**config.mk**
```make
export PLATFORM = sky130hd
export DESIGN_NAME = k_smallest_tracker
export DESIGN_NICKNAME = d
export VERILOG_FILES = /design/src/design/kst_pkg.sv /design/src/design/kst_insert.sv /design/src/design/kst_drain.sv /design/src/design/k_smallest_tracker.sv
export SDC_FILE = /design/constraint.sdc
export NUM_CORES = 2
export LEC_CHECK = 0
export ABC_CLOCK_PERIOD_IN_PS = 38200
export BUFFER_PORTS_ARGS = -buffer_cell sky130_fd_sc_hd__buf_2
export CAP_MARGIN = 5
export CORE_ASPECT_RATIO = 1.75
export CORE_MARGIN = 3
export CORE_UTILIZATION = 53
export DETAILED_ROUTE_END_ITERATION = 6
export PLACE_DENSITY = 0.68
export SLEW_MARGIN = 20
export SYNTH_ARGS = -nofsm -noshare
export SYNTH_HDL_FRONTEND = slang
export SYNTH_SLANG_ARGS = --single-unit
```
**constraint.sdc**
```tcl
create_clock -name clk -period 38.2 [get_ports clk]
set_input_delay 3.82 -clock clk [delete_from_list [all_inputs] [get_ports clk]]
set_output_delay 3.82 -clock clk [all_outputs]
set_load 0.05 [all_outputs]
```
**src/design/kst_pkg.sv**
```systemverilog
// ----------------------------------------------------------------------------
// kst_pkg
// Shared constants for the k-smallest tracker: default sizes and the width
// and reset value of the keep-count register.
// ----------------------------------------------------------------------------
package kst_pkg;

    localparam int MAX_KEEP_DEF   = 16;
    localparam int DATA_WIDTH_DEF = 32;

    localparam int              KEEP_COUNT_W     = 5;
    localparam logic [KEEP_COUNT_W-1:0] KEEP_COUNT_RESET = 5'd1;

endpackage

```
**src/design/kst_insert.sv**
```systemverilog
// ----------------------------------------------------------------------------
// kst_insert
// Parallel compare-and-insert over the sorted store. Every entry is compared
// with the new sample at once; the thermometer of compare results gives the
// insertion point, and each entry either holds, takes the sample or takes
// its lower neighbour.
// ----------------------------------------------------------------------------
module kst_insert #(
    parameter int MAX_KEEP   = 16,
    parameter int DATA_WIDTH = 32,
    parameter int CW         = $clog2(MAX_KEEP + 1),
    parameter int IW         = (MAX_KEEP > 1) ? $clog2(MAX_KEEP) : 1
) (
    input  logic signed [DATA_WIDTH-1:0] store      [MAX_KEEP],
    input  logic        [CW-1:0]         held,
    input  logic        [CW-1:0]         keep,
    input  logic signed [DATA_WIDTH-1:0] sample,
    output logic signed [DATA_WIDTH-1:0] store_next [MAX_KEEP],
    output logic        [CW-1:0]         held_next
);

    logic [MAX_KEEP-1:0] gt;
    logic [MAX_KEEP-1:0] shift_from;
    logic                room;
    logic                replace;
    logic                take;
    logic [CW-1:0]       base;

    // Entry compares: a set bit means the held value is strictly greater.
    always_comb
    begin
        for (int i = 0; i < MAX_KEEP; i++)
        begin
            gt[i] = store[i] > sample;
        end
    end

    assign room    = held < keep;
    assign replace = (keep != '0) && !room && (held != '0) && gt[IW'(held - 1'b1)];
    assign take    = ((keep != '0) && room) || replace;
    assign base    = replace ? held - 1'b1 : held;

    // Entries at or above the live count count as greater, so the sample
    // lands just above the last entry that is not greater than it.
    always_comb
    begin
        for (int i = 0; i < MAX_KEEP; i++)
        begin
            shift_from[i] = (CW'(i) >= base) || gt[i];
        end
    end

    always_comb
    begin
        for (int i = 0; i < MAX_KEEP; i++)
        begin
            if (!take || !shift_from[i])
            begin
                store_next[i] = store[i];
            end
            else if (i == 0)
            begin
                store_next[i] = sample;
            end
            else if (!shift_from[i-1])
            begin
                store_next[i] = sample;
            end
            else
            begin
                store_next[i] = store[i-1];
            end
        end
    end

    assign held_next = take ? base + 1'b1 : held;

endmodule

```
**src/design/kst_drain.sv**
```systemverilog
// ----------------------------------------------------------------------------
// kst_drain
// Output buffer for one run. It takes a snapshot of the sorted store and
// hands the entries out largest first, one item per accepted transfer.
// ----------------------------------------------------------------------------
module kst_drain #(
    parameter int MAX_KEEP   = 16,
    parameter int DATA_WIDTH = 32,
    parameter int CW         = $clog2(MAX_KEEP + 1),
    parameter int IW         = (MAX_KEEP > 1) ? $clog2(MAX_KEEP) : 1
) (
    input  logic                         clk,
    input  logic                         rst_n,
    input  logic                         load,
    input  logic signed [DATA_WIDTH-1:0] load_data [MAX_KEEP],
    input  logic        [CW-1:0]         load_cnt,
    output logic                         free,
    output logic                         out_valid,
    input  logic                         out_ready,
    output logic signed [DATA_WIDTH-1:0] kept_value,
    output logic                         last_of_run
);

    logic signed [DATA_WIDTH-1:0] buf_reg [MAX_KEEP];
    logic        [CW-1:0]         cnt_reg;
    logic        [CW-1:0]         cnt_next;
    logic                         pop;

    assign out_valid   = cnt_reg != '0;
    assign pop         = out_valid && out_ready;
    assign free        = (cnt_reg == '0) || ((cnt_reg == CW'(1)) && out_ready);
    assign kept_value  = buf_reg[IW'(cnt_reg - 1'b1)];
    assign last_of_run = cnt_reg == CW'(1);

    always_comb
    begin
        cnt_next = cnt_reg;
        if (load)
        begin
            cnt_next = load_cnt;
        end
        else if (pop)
        begin
            cnt_next = cnt_reg - 1'b1;
        end
    end

    always_ff @(posedge clk or negedge rst_n)
    begin
        if (!rst_n)
        begin
            cnt_reg <= '0;
        end
        else
        begin
            cnt_reg <= cnt_next;
        end
    end

    always_ff @(posedge clk)
    begin
        if (load)
        begin
            buf_reg <= load_data;
        end
    end

endmodule

```
**src/design/k_smallest_tracker.sv**
```systemverilog
// ----------------------------------------------------------------------------
// k_smallest_tracker
// Keeps the k smallest signed samples of a set and returns them, largest
// first, when the set ends.
// ----------------------------------------------------------------------------
// Usage. Samples arrive on the input channel (in_valid / in_ready) with
// end_of_set marking the final sample of a set. The block keeps the
// keep_count smallest samples seen so far (capped at MAX_KEEP). When the
// final sample has been taken in, the kept values leave on the output
// channel (out_valid / out_ready), largest first, with last_of_run set on
// the final item of the run. The store is then empty for the next set.
// A keep_count of zero keeps nothing and emits nothing.
//
// Throughput is one input item per cycle while the input is not stalled:
// the whole compare-and-insert across the store is combinational logic
// between the input register and the store. A run drains one result per
// accepted transfer. A final sample passes the input register and then
// the output buffer load before the first result of its run appears.
//
// Samples keep flowing while a run drains. A final sample waits in the
// input register until the previous run has been fully taken, and the
// input stalls behind it. Reset empties the pipeline, the store and the
// output buffer, and sets keep_count to 1. The user must write keep_count through
// cfg_wr_en / cfg_wr_data only while the block is idle; this is not enforced.
// ----------------------------------------------------------------------------
module k_smallest_tracker
    import kst_pkg::*;
#(
    parameter int MAX_KEEP   = MAX_KEEP_DEF,
    parameter int DATA_WIDTH = DATA_WIDTH_DEF
) (
    input  logic                         clk,
    input  logic                         rst_n,
    input  logic                         cfg_wr_en,
    input  logic        [KEEP_COUNT_W-1:0] cfg_wr_data,
    input  logic                         in_valid,
    output logic                         in_ready,
    input  logic signed [DATA_WIDTH-1:0] sample,
    input  logic                         end_of_set,
    output logic                         out_valid,
    input  logic                         out_ready,
    output logic signed [DATA_WIDTH-1:0] kept_value,
    output logic                         last_of_run
);

    localparam int CW = $clog2(MAX_KEEP + 1);
    localparam int IW = (MAX_KEEP > 1) ? $clog2(MAX_KEEP) : 1;

    logic [KEEP_COUNT_W-1:0] keep_count_reg;
    logic [CW-1:0]           keep;

    // Input register.
    logic                         s1_valid_reg;
    logic signed [DATA_WIDTH-1:0] s1_sample_reg;
    logic                         s1_last_reg;
    logic                         s1_fire;

    // Sorted store, ascending; only the first held_reg entries are live.
    logic signed [DATA_WIDTH-1:0] store_reg  [MAX_KEEP];
    logic signed [DATA_WIDTH-1:0] store_next [MAX_KEEP];
    logic        [CW-1:0]         held_reg;
    logic        [CW-1:0]         ins_held;
    logic        [CW-1:0]         emit_cnt;
    logic                         drain_free;

    always_ff @(posedge clk or negedge rst_n)
    begin
        if (!rst_n)
        begin
            keep_count_reg <= KEEP_COUNT_RESET;
        end
        else if (cfg_wr_en)
        begin
            keep_count_reg <= cfg_wr_data;
        end
    end

    // A keep count beyond the store size saturates to the store size.
    always_comb
    begin
        if (32'(keep_count_reg) > MAX_KEEP)
        begin
            keep = CW'(MAX_KEEP);
        end
        else
        begin
            keep = CW'(keep_count_reg);
        end
    end

    // A final sample may only move on once the output buffer can take its run.
    assign s1_fire  = s1_valid_reg && (!s1_last_reg || drain_free);
    assign in_ready = !s1_valid_reg || s1_fire;

    always_ff @(posedge clk or negedge rst_n)
    begin
        if (!rst_n)
        begin
            s1_valid_reg <= 1'b0;
        end
        else if (in_ready)
        begin
            s1_valid_reg <= in_valid;
        end
    end

    always_ff @(posedge clk)
    begin
        if (in_ready && in_valid)
        begin
            s1_sample_reg <= sample;
            s1_last_reg   <= end_of_set;
        end
    end

    kst_insert #(
        .MAX_KEEP   (MAX_KEEP),
        .DATA_WIDTH (DATA_WIDTH),
        .CW         (CW),
        .IW         (IW)
    ) u_insert (
        .store      (store_reg),
        .held       (held_reg),
        .keep       (keep),
        .sample     (s1_sample_reg),
        .store_next (store_next),
        .held_next  (ins_held)
    );

    // If keep_count was lowered mid-set, only the smallest entries up to it
    // are emitted.
    assign emit_cnt = (ins_held < keep) ? ins_held : keep;

    always_ff @(posedge clk or negedge rst_n)
    begin
        if (!rst_n)
        begin
            held_reg <= '0;
        end
        else if (s1_fire)
        begin
            held_reg <= s1_last_reg ? '0 : ins_held;
        end
    end

    always_ff @(posedge clk)
    begin
        if (s1_fire)
        begin
            store_reg <= store_next;
        end
    end

    kst_drain #(
        .MAX_KEEP   (MAX_KEEP),
        .DATA_WIDTH (DATA_WIDTH),
        .CW         (CW),
        .IW         (IW)
    ) u_drain (
        .clk         (clk),
        .rst_n       (rst_n),
        .load        (s1_fire && s1_last_reg),
        .load_data   (store_next),
        .load_cnt    (emit_cnt),
        .free        (drain_free),
        .out_valid   (out_valid),
        .out_ready   (out_ready),
        .kept_value  (kept_value),
        .last_of_run (last_of_run)
    );

    // The live count never exceeds the store.
    a_held_bound: assert property (@(posedge clk) disable iff (!rst_n)
        held_reg <= CW'(MAX_KEEP))
        else $error("held count beyond store size");

    // The end of a set always leaves the store empty.
    a_set_clears: assert property (@(posedge clk) disable iff (!rst_n)
        (s1_fire && s1_last_reg) |=> (held_reg == '0))
        else $error("store not cleared after end of set");

    // A final sample never overwrites a run that is still draining.
    a_no_overrun: assert property (@(posedge clk) disable iff (!rst_n)
        (s1_fire && s1_last_reg && out_valid) |-> (last_of_run && out_ready))
        else $error("run loaded over an undrained run");

    // Live entries stay in ascending order.
    for (genvar g = 0; g + 1 < MAX_KEEP; g++)
    begin : g_order_chk
        a_sorted: assert property (@(posedge clk) disable iff (!rst_n)
            (CW'(g + 1) < held_reg) |-> (store_reg[g] <= store_reg[g+1]))
            else $error("store out of order");
    end

endmodule
```
After elaboration in Yosys (flattened, before gate mapping)
Cells that the tools add are included.

Multiplexer cells: 43. Shift operators: 0. Equal/unequal tests: 1. Multiply operators: 0. Magnitude comparators: 37. Reductions and logical operators: 70. $add $sub $neg: 3. Bitwise gates (word level): 1. Div/mod/pow operators: 0.

Operators by type and width (number): two-way mux 32 bit (33); greater-than comparator 32 bit (16); binary-select mux 32 bit (select 4 bit) (1); greater-or-equal comparator 4 x 5 -> 1 bit, first input constant (8); logical OR 1 bit (36); two-way mux 5 bit (7); greater-or-equal comparator 3 x 5 -> 1 bit, first input constant (4); logical NOT 1 bit (20); nonzero test 5 bit (3); greater-or-equal comparator 1 x 5 -> 1 bit, first input constant (2); greater-or-equal comparator 2 x 5 -> 1 bit, first input constant (2); < comparator 5 bit (2); subtractor 5 x 1 -> 5 bit, second input constant (2); logical AND 1 bit (9); adder 5 x 1 -> 5 bit, second input constant (1); equality test 5 x 1 -> 1 bit, second input constant (1); greater-or-equal comparator 5 bit, second input constant (1); greater-than comparator 5 bit, second input constant (1); logical NOT 5 bit (1); < comparator 4 x 5 -> 1 bit, second input constant (1); inverter 4 -> 5 bit (1); binary-select mux 1 bit (select 4 bit) (1); nonzero test 2 bit (1); two-way mux 1 bit (1).

Flip-flop bits (word level): 1073. Memory bits (read-only): 0. Bits in latches: 0. Output and inout bits: 35. Bits in writable memories: 0. Memories kept: 0. Bits of input ports: 43. Word-level logic and storage cells: 193.

Depth between registers and ports, before layout
Word-level depth: 13. Gate-level depth with buffers: 26. Depth with buffers taken out: 23.

Cells and area by module
Synthesis repeated with hierarchy kept, for this count alone.

Cells, all modules: 4629. Area, all modules: 60797.1 um^2.

Modules (own cells, without submodules): kst_insert (area each 23958.0 um^2, cells each 3162, times used 1, seq. area each 0.0 um^2); kst_drain (area each 19842.8 um^2, cells each 866, times used 1, seq. area each 15499.9 um^2); k_smallest_tracker (area each 16996.3 um^2, cells each 601, times used 1, seq. area each 16642.2 um^2).

Worst setup path before layout
No wires, ideal clock.

Kind: input -> register. Start point: input port out_ready. End point: register u_drain.cnt_reg[4]. Stages: 7. Setup time: 0.132 ns. Data arrival time: 27.339 ns. Path slack: 10.729 ns. Cell sequence: a21oi_1 nand2b_1 inv_1 nand2_1 inv_1 a32oi_1 o41ai_1.

Cells in the longest elaborated chain, start to end: 6. Elaborated cells between the ends (all ways): 8.

RTL lines: from (decl) (RTL line k_smallest_tracker.sv:41) `input logic out_ready,`; logical AND 1 bit (*) (RTL line kst_drain.sv:31) `assign free = (cnt_reg == '0) || ((cnt_reg == CW'(1)) && out_ready);`; logical OR 1 bit (*) (RTL line kst_drain.sv:31); logical OR 1 bit (*) (RTL line k_smallest_tracker.sv:92) `assign s1_fire = s1_valid_reg && (!s1_last_reg || drain_free);`; logical AND 1 bit (*) (RTL line k_smallest_tracker.sv:92); via s1_fire (RTL line k_smallest_tracker.sv:56) `logic s1_fire;`; logical AND 1 bit (*) (RTL line k_smallest_tracker.sv:162) `.load (s1_fire && s1_last_reg),`; via u_drain.load (RTL line kst_drain.sv:14) `input logic load,`; two-way mux 5 bit / nonzero test 2 bit (equally long branches); to (signal assigned) (RTL line kst_drain.sv:56) `cnt_reg <= cnt_next;`; to (decl) (RTL line kst_drain.sv:25) `logic [CW-1:0] cnt_reg;`.

The timed path passes the listed nets; every way through them passes the cells marked *. A chain may end at the register's enable or synchronous reset.

==> impl_results.md <==
* Status: complete, no violations
* Worst Setup Start Kind: flop
* Vias in the first global route at 42570
* CP Capture Type: flop
* Crit-path cells: inv_1 > ha_1 > nand4_1 > or3_1 > nor3_1 > o41ai_1 > o2111ai_1 > mux2i_1 > o22a_1 > a2bb2o_1 > and2_1 > xnor2_1 > inv_1 > ha_1 > inv_1 > o21ai_0 > a221oi_4 > buf_4 > or2_2 > o21ai_0
* Worst setup startpoint: s1_sample_reg[31]
* Post-Synth Adder-Cell Area at 0.1087
* RR Endpoint: store_reg[97]
* Maximum number of pins on one net before global-route repair at between 100 and 150
* Hold_buf cts at 0
* Hold path cells at 2
* Crit path largest cell delay at about 950 ps
* Data arrival, critical path at 10010 ps
* FF-to-FF path depth at 20
* Top cell type's share of synthesized area at 0.5241
* Top-count cell post-synth: edfxtp_1
* Multi-input gate area at between 0.02 and 0.03 mm2
* Antenna-violating nets left at 0
* Crit Path Max Fanout at 49
* Reg area at ~0.032 mm2
* Core Area at 0.1132 mm2
* Largest family of logic cells by synthesized area: multiplexers
* Final Hold Fails at 0
* Seq/Total Area, Yosys at 0.5307
* Multiplexer share of the synthesized area at 0.1779
* Row count at 163
* Area leader, netlist: edfxtp_1
* First-pass GRT wire length at 308.5 mm
* Crit path capture: store_reg[97]
* Clk sinks at around 1100
* Unique masters post-synth at 99
* Max clock buf depth at 3
* Post-CTS setup buffer count at 0
* Post-synth EDFFs at between 1000 and 1500
* Fillers at ~9100
* Top cell by count, worst path: inv_1
* TritonCTS Buffers at a little over 100
* # setup viols final at 0
* Die area at around 0.12 mm2
* # port buffers at 77
* Post-synthesis cell area at 0.06057 mm2
* Wire per inst at roughly 36 um
* Mapped Cells at between 4000 and 5000
* Fin crit period at roughly 9600 ps
* CTS tree: yes
* Final instance area at between 0.06 and 0.07 mm2
* Unrepaired setup endpoints after global routing: false
* Worst reg-to-reg setup slack at 28600 ps
* Die W at ~260 um
* Worst skew pair latency at between 700 and 800 ps
* Synth cell count leaders: edfxtp_1 (1057), ha_1 (526), a21oi_1 (467)
* Max Fclk at 0.1041 GHz
* Post-Synth Simple-Gate Area at 0.05493
* Nets@finish at a little over 5000
* Worst setup path class: flop to flop
* Worst-margin pin slew at about 1300 ps
* DRT Pass-1 Iters at 6
* Share of cells above drive strength 1 at 0.1994
* R2r startpoint: s1_sample_reg[31]
* Post-Synth XOR/XNOR Area at 0.002148
* Async S/R FF share, synth at 0.01491
* Setup Skew at about 34 ps
* Die Y-Extent at 453.2 um
* Compound-cell area share of the yosys netlist at 0.1016
* Crit share post-route at 0.2514
* GPL Wtd Cong at 1.023
* Final slew viol count at 0
* Synthesis Warnings at 0
* I/O pin count at 78
* Max cap viols at 0
* CTS Root Cell: clkbuf_16
* Drc violations at 0
* Hold Crit Class: flop to flop
* GRT Total Usage at 0.3712
* 1st-iter DRT viols at 4694
* Post_cts resized at 0
* Via/cell ratio at 6.928
* Mean post-synth cell area at ~13 um2
* Total grt overflow at 0
* Clk pin slew, worst setup/hold paths at 70 ps
* Drt total wl at between 200 and 250 mm
* WP data required at around 39000 ps
* Area after DPL at roughly 0.063 mm2
* Yosys reg bits at 1073
* Vias at ~42000
* Initial antenna violation count at 8
* Initial core utilization at 0.5351
* Htree depth at 3
* Relative slew slack at 0.1424
* Ys flop type: edfxtp_1
* CP max stage cell: or2_2
* DP HPWL at about 150 mm
* Synth top area cells: edfxtp_1 (52%), ha_1 (11%), mux2_2 (6.0%), mux4_2 (5.9%), mux2i_1 (4.6%)
* TNS Setup at 0 ps
* Area delta synth->final at 8.968%
* Syn_nets at 5061
## worst max-delay path, delay by kind of cell, from the launching register on
kind            cells  cell delay, ps
buf+inv             4            1390
xor+xnor            1             220
mux                 1             330
simple gates        5            3050
flops               1             680
compound gates      7            2710
fa+ha+maj           2             760
## metal layers
metal / track usage / routed length [um] / part of all wire
met5: 0 / 14 / 0.000064
met4: 0.3556 / 26500 / 0.12
met3: 0.06866 / 15300 / 0.070
met2: 0.6157 / 106700 / 0.49
met1: 0.3926 / 71440 / 0.32
## area by class of cell
type | count | share of cell area
Timing Repair Buffer | 168 | 0.01699
Clock inverter | 67 | 0.008626
Multi-Input combinational cell | 3069 | 0.4126
Tap cell | 1485 | 0.02815
Sequential cell | 1073 | 0.4871
Clock buffer | 114 | 0.03968
Inverter | 113 | 0.006654
Antenna cell | 5 | 0.0001896
## logic make-up after synthesis
logic type / after synthesis
xor gates and xnor gates: 14
DFF: 1073
AOI/OAI and AO/OA: 1031
muxes: 818
adders and majority gates: 526
and+or+nand+nor: 680
buffers and inverters: 350
## worst min-delay path by stage
stage | startpoint | end | slack (ps)
2_1_floorplan | u_drain.cnt_reg[4] | u_drain.cnt_reg[4] | 460
3_3_place_gp | u_drain.cnt_reg[4] | u_drain.cnt_reg[4] | 500
3_5_place_dp | u_drain.cnt_reg[4] | u_drain.cnt_reg[4] | 500
4_1_cts | u_drain.cnt_reg[4] | u_drain.cnt_reg[4] | 520
5_1_grt | u_drain.cnt_reg[4] | u_drain.cnt_reg[4] | 530
6_report | u_drain.cnt_reg[4] | u_drain.cnt_reg[4] | 510
## cell usage in the layout, fill, tap and decap left out, drive strengths merged, types with 34 or more instances in the layout
master / synthesis / final
mux2: 381 / 381
nand3: 82 / 82
mux2i: 277 / 277
clkbuf: 147 / 114
ha: 526 / 526
nor2: 182 / 182
o22ai: 34 / 34
inv: 111 / 114
a21o: 55 / 55
buf: 90 / 168
clkinv: 2 / 50
o21ai: 271 / 271
mux4: 160 / 160
edfxtp: 1057 / 1057
a21oi: 467 / 467
nand4: 91 / 91
nand2: 170 / 170
## metrics by stage
stage	hold slack (ps)	util	setup slack, ps	std cells
final	511.4	0.5831	28600	6094
after global routing	535.0	0.5830	28330	6089
after CTS	518.6	0.5830	28770	6089
after detailed placement	504.0	0.5548	28840	5908
after global placement	497.5	0.5544	28480	5906
after floorplan	455.4	-	10730	4492
Power is not shown: default switching activity piles up to over one toggle a cycle in this logic, so the estimate is an artifact.
